===== src/hdl/pfra_pkg.sv =====
// shared types and constants of the page frame reference count allocator
`timescale 1ns / 1ps

package pfra_pkg;

  localparam int REG_W     = 13;
  localparam int PAGE_W    = 12;
  localparam int OP_W      = 3;
  localparam int STATUS_W  = 3;
  localparam int CNT_OUT_W = 8;

  localparam logic [REG_W-1:0] RESET_TOTAL = 13'd4096;
  localparam logic [REG_W-1:0] RESET_FIRST = 13'h400;

  // register indexes on the configuration port
  localparam logic [0:0] REG_TOTAL = 1'b0;
  localparam logic [0:0] REG_FIRST = 1'b1;

  // operation codes
  localparam logic [OP_W-1:0] OP_ALLOC   = 3'd0;
  localparam logic [OP_W-1:0] OP_FREE    = 3'd1;
  localparam logic [OP_W-1:0] OP_SHARE   = 3'd2;
  localparam logic [OP_W-1:0] OP_RELEASE = 3'd3;
  localparam logic [OP_W-1:0] OP_QUERY   = 3'd4;

  // result status codes
  localparam logic [STATUS_W-1:0] ST_OK       = 3'd0;
  localparam logic [STATUS_W-1:0] ST_NOFREE   = 3'd1;
  localparam logic [STATUS_W-1:0] ST_WINDOW   = 3'd2;
  localparam logic [STATUS_W-1:0] ST_NOTALLOC = 3'd3;
  localparam logic [STATUS_W-1:0] ST_SAT      = 3'd4;

  // commands from the controller to the datapath
  typedef struct packed {
    logic clear;  // write zero at the sweep pointer
    logic load;   // capture a new transaction
    logic read;   // read the count of the captured page
    logic exec;   // finish a page operation
    logic scan;   // one step of the first-fit search
  } cmd_t;

  // status from the datapath to the controller
  typedef struct packed {
    logic alloc_req;   // op on the input ports is allocate
    logic scan_done;   // search found a frame or ran off the window
    logic clear_last;  // sweep pointer is at the last frame
  } sts_t;

endpackage


===== src/hdl/pfra_ctrl.sv =====
// controller state machine of the page frame reference count allocator
`timescale 1ns / 1ps

module pfra_ctrl (
  input  logic           clk,
  input  logic           rst,
  input  logic           start,
  output logic           busy,
  input  pfra_pkg::sts_t sts,
  output pfra_pkg::cmd_t cmd
);

  typedef enum logic [4:0] {
    S_CLEAR = 5'b00001,
    S_IDLE  = 5'b00010,
    S_READ  = 5'b00100,
    S_EXEC  = 5'b01000,
    S_SCAN  = 5'b10000
  } state_t;

  state_t state;
  state_t state_next;

  always_ff @(posedge clk) begin
    if (rst) begin
      state <= S_CLEAR;
    end else begin
      state <= state_next;
    end
  end

  always_comb begin
    state_next = state;
    cmd        = '0;
    case (state)
      S_CLEAR: begin
        cmd.clear = 1'b1;
        if (sts.clear_last) begin
          state_next = S_IDLE;
        end
      end
      S_IDLE: begin
        if (start) begin
          cmd.load   = 1'b1;
          state_next = sts.alloc_req ? S_SCAN : S_READ;
        end
      end
      S_READ: begin
        cmd.read   = 1'b1;
        state_next = S_EXEC;
      end
      S_EXEC: begin
        cmd.exec   = 1'b1;
        state_next = S_IDLE;
      end
      S_SCAN: begin
        cmd.scan = 1'b1;
        if (sts.scan_done) begin
          state_next = S_IDLE;
        end
      end
      default: begin
        state_next = S_IDLE;
      end
    endcase
  end

  assign busy = (state != S_IDLE);

  a_accept_busy: assert property (@(posedge clk) disable iff (rst)
    (start && !busy) |=> busy)
    else $error("accepted transaction did not raise busy");

  a_read_exec: assert property (@(posedge clk) disable iff (rst)
    cmd.read |=> cmd.exec)
    else $error("count read not followed by execute");

endmodule


===== config.mk =====
export PLATFORM = sky130hd
export DESIGN_NAME = pfra_ctrl
export DESIGN_NICKNAME = d
export VERILOG_FILES = /design/src/hdl/pfra_pkg.sv /design/src/hdl/pfra_ctrl.sv
export SDC_FILE = /design/constraint.sdc
export NUM_CORES = 1
export LEC_CHECK = 0
export BUFFER_PORTS_ARGS = -buffer_cell sky130_fd_sc_hd__buf_4
export CAP_MARGIN = 20
export CORE_AREA = 2 2 39 41
export CTS_CLUSTER_SIZE = 12
export DETAILED_ROUTE_END_ITERATION = 8
export DIE_AREA = 0 0 41 43
export PLACE_DENSITY_LB_ADDON = 0.1
export SYNTH_ARGS = -nofsm -noshare
export SYNTH_HDL_FRONTEND = slang
export SYNTH_SLANG_ARGS = --single-unit

===== constraint.sdc =====
create_clock -name clk -period 1.5 [get_ports clk]
set_input_delay 0.075 -clock clk [delete_from_list [all_inputs] [get_ports clk]]
set_output_delay 0.075 -clock clk [all_outputs]
set_load 0.01 [all_outputs]

## After elaboration in Yosys (flattened, before gate mapping)

Index checks and enable logic that the tools add are counted.

| storage, ports and cells | value |
|---|---|
| register bits | 5 |
| bits of input ports | 6 |
| output and inout port bits | 6 |
| word-level logic and storage cells | 22 |

| cells by class | value |
|---|---|
| equality and inequality tests | 9 |
| mux-type cells | 11 |
| reductions and logical operators | 1 |

Operators with widths:

| kind | count |
|---|---|
| two-way mux 5 bit | 4 |
| case mux 5 bit (4 select lines) | 1 |
| two-way mux 1 bit | 6 |
| inequality test 2 bit (second input constant) | 3 |
| equality test 5 x 1 -> 1 bit (second input constant) | 1 |
| equality test 5 x 2 -> 1 bit (second input constant) | 1 |
| equality test 5 x 3 -> 1 bit (second input constant) | 1 |
| equality test 5 x 4 -> 1 bit (second input constant) | 1 |
| equality test 5 bit (second input constant) | 1 |
| inequality test 5 x 2 -> 1 bit (second input constant) | 1 |
| AND reduction 3 bit | 1 |

## Logic depth before layout (Yosys ltp)

Gate-level depths: netlist (run 1).

| logic depth | value |
|---|---|
| word-level depth | 3 |
| mapped depth | 3 |
| mapped depth without buffers | 3 |

## Worst setup path before layout (run 1)

Ideal clock, no wire load.

| timing | value |
|---|---|
| kind | reg-to-reg |
| start point | register state[2] |
| end point | register state[1] |
| setup time | 0.131 ns |
| arrival time | 1.025 ns |
| data required time | 1.369 ns |
| setup slack | 0.344 ns |
| cell stages (with the launch flop) | 4 |
| buffers on the path | 0 |
| period minus slack after synthesis | 1.156 ns |
| cells stage by stage | dfxtp_1 -> or3_4 -> o41ai_4 -> o32ai_1 |

| between the ends | value |
|---|---|
| word-level cells in the longest chain between the ends | 3 |
| elaborated cells between the ends (all ways) | 9 |
| classes of those cells | 7 x eq/ne; 1 x mux; 1 x reduce/logical |

Ends and longest elaborated chain:

| element | RTL line | source |
|---|---|---|
| start: declaration | pfra_ctrl.sv:21 | `state_t state;` |
| start signal: assignment | pfra_ctrl.sv:28 | `state <= state_next;` |
| equality test 5 bit (tied with other cells) | pfra_ctrl.sv:35 | `case (state)` |
| inequality test 2 bit (no source line) | n/a |  |
| AND reduction 3 bit (no source line) | n/a |  |

Parallel ways exist; a longest one is shown, timed or not.
A chain may end at the register's enable or synchronous reset.

==> impl_metrics.tcl, run 1 <==
set metrics [dict create \
    synth_nets 34 \
    netlist_instances 28 \
    area_growth_pct 50.9 \
    rsz0062_at_grt "false" \
    num_antenna_cells 0 \
    cts-root-buf "clkbuf_4" \
    die_area_um2 1760 \
    post_cts_buffers 0 \
    grt_pass1_wl_mm 1.12 \
    hpwl_um 533 \
    wire_per_inst_um 11.0 \
    die_w_um 41 \
    ys_ff_latch 5 \
    clkTransAtPathRegs_ps 40 \
    reg.largest.list "state x5" \
    power_density_nw_per_um2 914 \
    dr.pass1.iters 4 \
    drv_slew 0 \
    synth_area_per_cell_um2 9.74 \
    start_util 0.197 \
    io_pins 12 \
    rows 14 \
    start_kind "register" \
    grt_max_degree 9 \
    worstMarginPinSlew_ps 279 \
    synth_flop_cell "dfxtp_1" \
    multi_input_area_um2 161 \
    synth_top_area_frac 0.367 \
    io_buffers 11 \
    slew_headroom 0.814 \
    yosysUniqueCellTypes 17 \
    fin_crit_sh 0.939 \
    die_h_um 43 \
    dpl.cell_count 55 \
    skew_ps 3.20 \
    htreeDepth 1 \
    cts.repair.resized 0 \
    period_minus_slack_ps 1410 \
    vias_per_cell 4.73 \
    setup_violations 0 \
    ys_seq_area_frac 0.367 \
    drc 0 \
    fin_nets 51 \
    synth_edf_count 0 \
    hold_viol 0 \
    ant_nets 0 \
    finalNonFillerCells 60 \
    cp.required_ps 1420 \
    antenna_found_initial 0 \
    grt_pass1_vias 259 \
    cts_tree "yes" \
    rrSetupSlack_ps 290 \
    yosys-top-cells-area "dfxtp_1 (37%), o41ai_4 (10%), and4bb_2 (9.2%)" \
    register_area_um2 100 \
    regMostFlops "state" \
    overflow 0 \
    cts_sinks 5 \
    crit_fanout 7 \
    vias 284 \
    clk_latency_ps 240 \
    cp-end-kind "output port" \
    place_congestion 0.686 \
    outcome "finished, final reports clean" \
    syn_area_um2 273 \
    synth.most_common_cell "dfxtp_1" \
    fillers 153 \
    numCtsBuffers 3 \
    yosysTopAreaCell "dfxtp_1" \
    synth_common_cells "dfxtp_1 (5), inv_1 (3), nor2_1 (3)" \
    path_class "reg2out" \
    track_usage 0.103 \
    max_freq_mhz 710 \
    ys_async_sr_fraction 0 \
    routed_wl_um 659 \
    power_leakage_nw 0.186 \
    drive_gt1_frac 0.432 \
    core_area_um2 1380 \
    utilization 0.297 \
    yosysWarnings 0 \
    finalPower_uw 376 \
    setup_tns_ps 0 \
    clockBufferDepth 2 \
    drv_cap 0 \
    hold_class "in2reg" \
    largest_reg_flops 5 \
    crit_arrival_ps 1330 \
    first_iter_violations 8 \
    peakVddDrop_mv 0.371 \
]
[repair_timing]
item                                    CTS  global route
endpoints found under the setup margin    0             0
hold buffers                              1             0
endpoints found under the hold margin     1             0
[layer usage]
metal / routed length, um / vias up / global-route usage
met2: 347 / 9 / 0.150
met4: 0 / 0 / 0.0400
met3: 62 / 0 / 0.0942
met5: 0 / - / 0
met1: 248 / 137 / 0.0971
li1: - / 138 / -
[final cells by class]
cell class,instances,area share
Clock buffer,4,0.0638
Multi-Input combinational cell,20,0.392
Inverter,3,0.0274
Sequential cell,5,0.243
Tap cell,16,0.0486
Timing Repair Buffer,12,0.225
[logic make-up after synthesis]
family	synth area share
buffers and inverters	0.0413
AND/OR/NAND/NOR	0.367
AO/OA/AOI/OAI	0.225
flip-flops	0.367
[stage by stage]
step	setup slack (ps)	hold WS (ps)	instance area [um2]
after global routing	18.8	14.6	412
after global placement	292	260	375
after CTS	80.5	22.8	412
after detailed placement	270	255	375
after floorplan	344	152	273
final	91.0	28.1	412
[cell usage in the layout, fill, tap and decap left out]
master	count
o32ai_1	1
nand4_1	1
clkbuf_4	3
or3_4	1
nor3_1	2
nand3_1	1
nor3b_1	2
nor2b_1	1
inv_1	3
nand2_1	1
dlygate4sd3_1	1
o21ai_0	1
o2bb2ai_1	1
and4bb_2	2
dfxtp_1	5
o311a_2	1
and2_1	1
nor2_1	3
clkbuf_1	1
buf_4	11
o41ai_4	1
[worst max-delay path, stage by stage, from the launching register on]
cell and delay, ps:
dfxtp_1 350, or3_4 410, nor3b_1 190, buf_4 150
[power by group]
part	switching (mW)	leakage, nW	total (mW)	internal (mW)
sequential	0.00908	0.0410	0.149	0.140
clock	0.0555	0.0150	0.156	0.101
combinational	0.0319	0.130	0.0706	0.0387
total	0.0965	0.186	0.376	0.280
[final timing paths]
check / depth (start not counted) / end / startpoint
setup / recovery: 3 / cmd[1] / state[4]
hold / removal: 2 / state[2] / rst
setup reg to reg: 3 / state[1] / state[4]
hold reg to reg: 1 / state[0] / state[3]
No activity file was read; power rests on OpenSTA's default activity.
==> inputs of run 2 (changes only) <==
--- a/config.mk
+++ b/config.mk
@@ -12,6 +12,7 @@
 export DETAILED_ROUTE_END_ITERATION = 8
 export DIE_AREA = 0 0 41 43
 export PLACE_DENSITY_LB_ADDON = 0.1
+export SETUP_SLACK_MARGIN = 0.4
 export SYNTH_ARGS = -nofsm -noshare
 export SYNTH_HDL_FRONTEND = slang
 export SYNTH_SLANG_ARGS = --single-unit
==> impl_metrics.tcl, run 2 (synthesis gave the netlist of run 1 again) <==
set metrics [dict create \
    vias 290 \
    slowest_stage "or3_4" \
    start_util 0.197 \
    drv_cap 0 \
    io_pins 12 \
    slew_headroom 0.835 \
    path_class "reg2out" \
    worstReg2RegEnd "state[1]" \
    rrSetupSlack_ps 160 \
    grt_max_degree 9 \
    reg2reg_from "state[4]" \
    fin_crit_sh 0.909 \
    p_sw_frac 0.263 \
    internal_power_uw 290 \
    mostFrequentLayoutCells "buf_4 (13), dfxtp_2 (5), inv_1 (3), clkbuf_4 (3)" \
    p_seq_frac 0.389 \
    clockPowerShare 0.401 \
    htreeDepth 1 \
    grt_pass1_vias 265 \
    layout_commonest_cell "buf_4" \
    hold_class "in2reg" \
    cp-end-kind "output port" \
    cp.required_ps 1420 \
    holdPathEnd "state[2]" \
    crit_fanout 7 \
    utilization 0.325 \
    outcome "finished, final reports clean" \
    cts_sinks 5 \
    die_h_um 43 \
    multi_input_area_um2 179 \
    holdWs_ps 17.9 \
    critPathMaxStageDelay_ps 410 \
    fin_nets 53 \
    rows 14 \
    routed_wl_um 711 \
    drc 0 \
    first_iter_violations 3 \
    dr.pass1.iters 2 \
    core_area_um2 1380 \
    worstRegToRegCells 4 \
    start_kind "register" \
    crit_path_cell_trace "or3_4 > nor3b_2 > buf_4" \
    clkTransAtPathRegs_ps 40 \
    cts_tree "yes" \
    overflow 0 \
    ant_nets 0 \
    grt_pass1_wl_mm 1.14 \
    p_comb_frac 0.211 \
    dp_worst_setup_slack_ps 270 \
    die_area_um2 1760 \
    register_area_um2 106 \
    drive_gt1_frac 0.630 \
    wire_per_inst_um 11.5 \
    numCtsBuffers 3 \
    track_usage 0.105 \
    clockBufferDepth 2 \
    crit_arrival_ps 1290 \
    finalNonFillerCells 62 \
    min_delay_path_depth 2 \
    setup_violations 0 \
    regMostFlops "state" \
    vias_per_cell 4.68 \
    io_buffers 11 \
    worstMarginPinSlew_ps 247 \
    largest_reg_flops 5 \
    setup_tns_ps 0 \
    fillers 153 \
    power_density_nw_per_um2 872 \
    reg.largest.list "state x5" \
    clk_latency_ps 250 \
    hpwl_um 533 \
    period_minus_slack_ps 1360 \
    die_w_um 41 \
    num_antenna_cells 0 \
    power_leakage_nw 0.200 \
    drv_slew 0 \
    max_freq_mhz 733 \
    power.switching_uw 103 \
    area_growth_pct 65.1 \
    rsz0062_at_grt "true" \
    setup_ws_ps 136 \
    peakVddDrop_mv 0.373 \
    antenna_found_initial 0 \
    hold_viol 0 \
    hp-start "rst" \
    cts-root-buf "clkbuf_4" \
    skew_ps 5.01 \
    dpl.cell_count 55 \
    place_congestion 0.686 \
]
==> run 2: final cells by class <==
class                      count  share of cell area
multi-input combinational     20               0.397
timing repair buffer          14               0.239
inverter                       3              0.0250
clock buffer                   4              0.0583
sequential                     5               0.236
tap                           16              0.0444
==> run 2: per-layer routing <==
layer	GRT usage	up-vias	wire length, um
met4	0.0400	0	0
li1	-	141	-
met5	0	-	0
met1	0.0971	141	266
met2	0.156	8	390
met3	0.0942	0	55
==> run 2: how the worst max path moves through the flow <==
stage	startpoint	to	slack (ps)
after floorplan	state[2]	state[1]	340
after global routing	state[4]	cmd[1]	80
final	state[4]	cmd[1]	140
after CTS	state[4]	cmd[1]	140
after global placement	state[4]	state[1]	290
after detailed placement	state[2]	state[1]	270
==> run 2: metrics by stage <==
stage	cell area, um2	power [mW]
detailed placement	375	0.221
finish	450	0.393
floorplan	273	0.189
CTS	442	0.397
global route	450	0.423
global placement	375	0.221
==> run 2: what timing repair did <==
item | 4_1_cts | 5_1_grt
buffers inserted | 1 | 1
gates resized for setup | 8 | 1
gates cloned | 0 | 0
endpoints found under the setup margin | 7 | 8
pin swaps | 3 | 2
hold buffers | 1 | 0
endpoints found under the hold margin | 1 | 0
==> run 2: power by group through the flow <==
stage,logic [mW],registers (mW),clock network [mW]
after floorplan,0.0399,0.149,0
final,0.0827,0.153,0.157
after global routing,0.0886,0.154,0.180
after global placement,0.0692,0.152,0
after CTS,0.0817,0.152,0.163
after detailed placement,0.0702,0.151,0
==> run 2: worst max-delay path: cells and delay by family (launching register included) <==
kind,cells,cell delay [ps]
simple gates,2,570
flops,1,340
buf+inv,1,140
==> inputs of run 3 (changes only) <==
--- a/config.mk
+++ b/config.mk
@@ -5,6 +5,7 @@
 export SDC_FILE = /design/constraint.sdc
 export NUM_CORES = 1
 export LEC_CHECK = 0
+export ABC_AREA = 1
 export BUFFER_PORTS_ARGS = -buffer_cell sky130_fd_sc_hd__buf_4
 export CAP_MARGIN = 20
 export CORE_AREA = 2 2 39 41
==> impl_metrics.tcl, run 3 <==
set metrics [dict create \
    dr.pass1.iters 4 \
    max_freq_mhz 811 \
    fin_crit_sh 0.822 \
    setup_ws_ps 267 \
    cts_sinks 5 \
    ys_async_sr_fraction 0 \
    fillers 158 \
    yosysWarnings 0 \
    holdWs_ps 18.7 \
    synth_common_cells "inv_1 (10), nor2_1 (6), dfxtp_1 (5)" \
    track_usage 0.0966 \
    dp_worst_setup_slack_ps 445 \
    wire_per_inst_um 8.99 \
    drv_slew 0 \
    drc 0 \
    reg.largest.list "state x5" \
    synth_top_area_frac 0.359 \
    drive_gt1_frac 0.593 \
    vias_per_cell 4.17 \
    synth_nets 43 \
    hold_viol 0 \
    grt_max_degree 6 \
    power_density_nw_per_um2 749 \
    utilization 0.365 \
    cts_tree "yes" \
    synth.most_common_cell "inv_1" \
    cp-end-kind "output port" \
    slew_headroom 0.873 \
    antenna_found_initial 0 \
    period_minus_slack_ps 1230 \
    setup_tns_ps 0 \
    cts-root-buf "clkbuf_4" \
    hpwl_um 510 \
    die_w_um 41 \
    crit_arrival_ps 1160 \
    clk_latency_ps 240 \
    die_area_um2 1760 \
    routed_wl_um 674 \
    yosys-top-cells-area "dfxtp_1 (36%), inv_1 (13%), nor2_1 (8.1%)" \
    clkTransAtPathRegs_ps 40 \
    start_util 0.202 \
    finalPower_uw 379 \
    drv_cap 0 \
    numCtsBuffers 3 \
    num_antenna_cells 0 \
    peakVddDrop_mv 0.235 \
    die_h_um 43 \
    yosysUniqueCellTypes 12 \
    regMostFlops "state" \
    start_kind "register" \
    synth_edf_count 0 \
    core_area_um2 1380 \
    cp.required_ps 1420 \
    fin_nets 66 \
    syn_area_um2 279 \
    setup_violations 0 \
    io_buffers 11 \
    path_class "reg2out" \
    largest_reg_flops 5 \
    grt_pass1_vias 266 \
    power_leakage_nw 0.246 \
    layout_commonest_cell "buf_4" \
    skew_ps 1.89 \
    yosysTopAreaCell "dfxtp_1" \
    htreeDepth 1 \
    rows 14 \
    io_pins 12 \
    ant_nets 0 \
    hold_class "in2reg" \
    grt_pass1_wl_mm 1.08 \
    outcome "finished, final reports clean" \
    netlist_instances 37 \
    area_growth_pct 81.2 \
    mostFrequentLayoutCells "buf_4 (16), inv_1 (9), nor2_1 (6)" \
    ys_ff_latch 5 \
    first_iter_violations 2 \
    overflow 0 \
    synth_flop_cell "dfxtp_1" \
    place_congestion 0.659 \
    clockBufferDepth 2 \
    rsz0062_at_grt "true" \
    ys_seq_area_frac 0.359 \
    vias 313 \
    synth_area_per_cell_um2 7.54 \
    worstMarginPinSlew_ps 188 \
    crit_fanout 5 \
]
run 3: changes by cell type in the layout (fill, tap and decap cells not counted), moves of 2 or more:
| cell | delta |
|---|---|
| nor4_2 | +3 |
| inv_1 | +6 |
| and4bb_2 | -2 |
| dfxtp_2 | -3 |
| dfxtp_4 | +2 |
| nor2_1 | +4 |
| nand2_1 | +2 |
| nand4_1 | +2 |
| buf_4 | +3 |
| nor2_4 | +2 |
run 3: cell families after synthesis:
| kind of cell | count (synthesis) | synth area share |
|---|---|---|
| AOI/OAI and AO/OA | 1 | 0.0314 |
| DFF | 5 | 0.359 |
| and+or+nand+nor | 21 | 0.475 |
| buffers and inverters | 10 | 0.135 |
run 3: cell type report:
cell class / count / area [um2] / area share
Inverter: 10 / 37.5 / 0.0743
Tap cell: 16 / 20.0 / 0.0396
Sequential cell: 5 / 110 / 0.218
Clock buffer: 4 / 26.3 / 0.0520
Timing Repair Buffer: 18 / 141 / 0.280
Multi-Input combinational cell: 22 / 170 / 0.337
run 3: timing repair:
| action | 4_1_cts | 5_1_grt |
|---|---|---|
| hold buffers | 1 | 0 |
| gates resized for setup | 7 | 6 |
| setup endpoints to repair | 6 | 8 |
| buffers inserted | 1 | 5 |
| pin swaps | 3 | 4 |
| endpoints found under the hold margin | 1 | 0 |
run 3: power breakdown:
| group | switching [mW] | leakage (nW) | internal [mW] |
|---|---|---|---|
| sequential | 0.00995 | 0.0433 | 0.139 |
| combinational | 0.0362 | 0.188 | 0.0389 |
| clock | 0.0541 | 0.0150 | 0.100 |
| total | 0.100 | 0.246 | 0.278 |
run 3: path summary, 6_finish.rpt:
kind | to | startpoint | slack (ps) | depth (start not counted)
worst min-delay path | state[4] | rst | 20 | 2
worst max register to register | state[1] | state[1] | 380 | 7
worst max-delay path | cmd[3] | state[2] | 270 | 4
worst min register to register | state[0] | state[3] | 600 | 3
run 3: through the flow:
step	std cells	area [um2]
after global placement	64	382
after detailed placement	64	382
after CTS	70	445
after floorplan	37	279
after global routing	75	505
final	75	505
run 3: critical path: stages, from the launching register on:
cell and delay (ps):
dfxtp_4 350, nor2_4 160, nand4_4 160, nor2_4 140, buf_6 110
run 3: metal layers:
metal,global-route usage,up-vias,wire [um]
met5,0,-,0
met4,0.100,0,4
met3,0.0314,2,66
met2,0.122,12,344
met1,0.117,137,259
li1,-,162,-
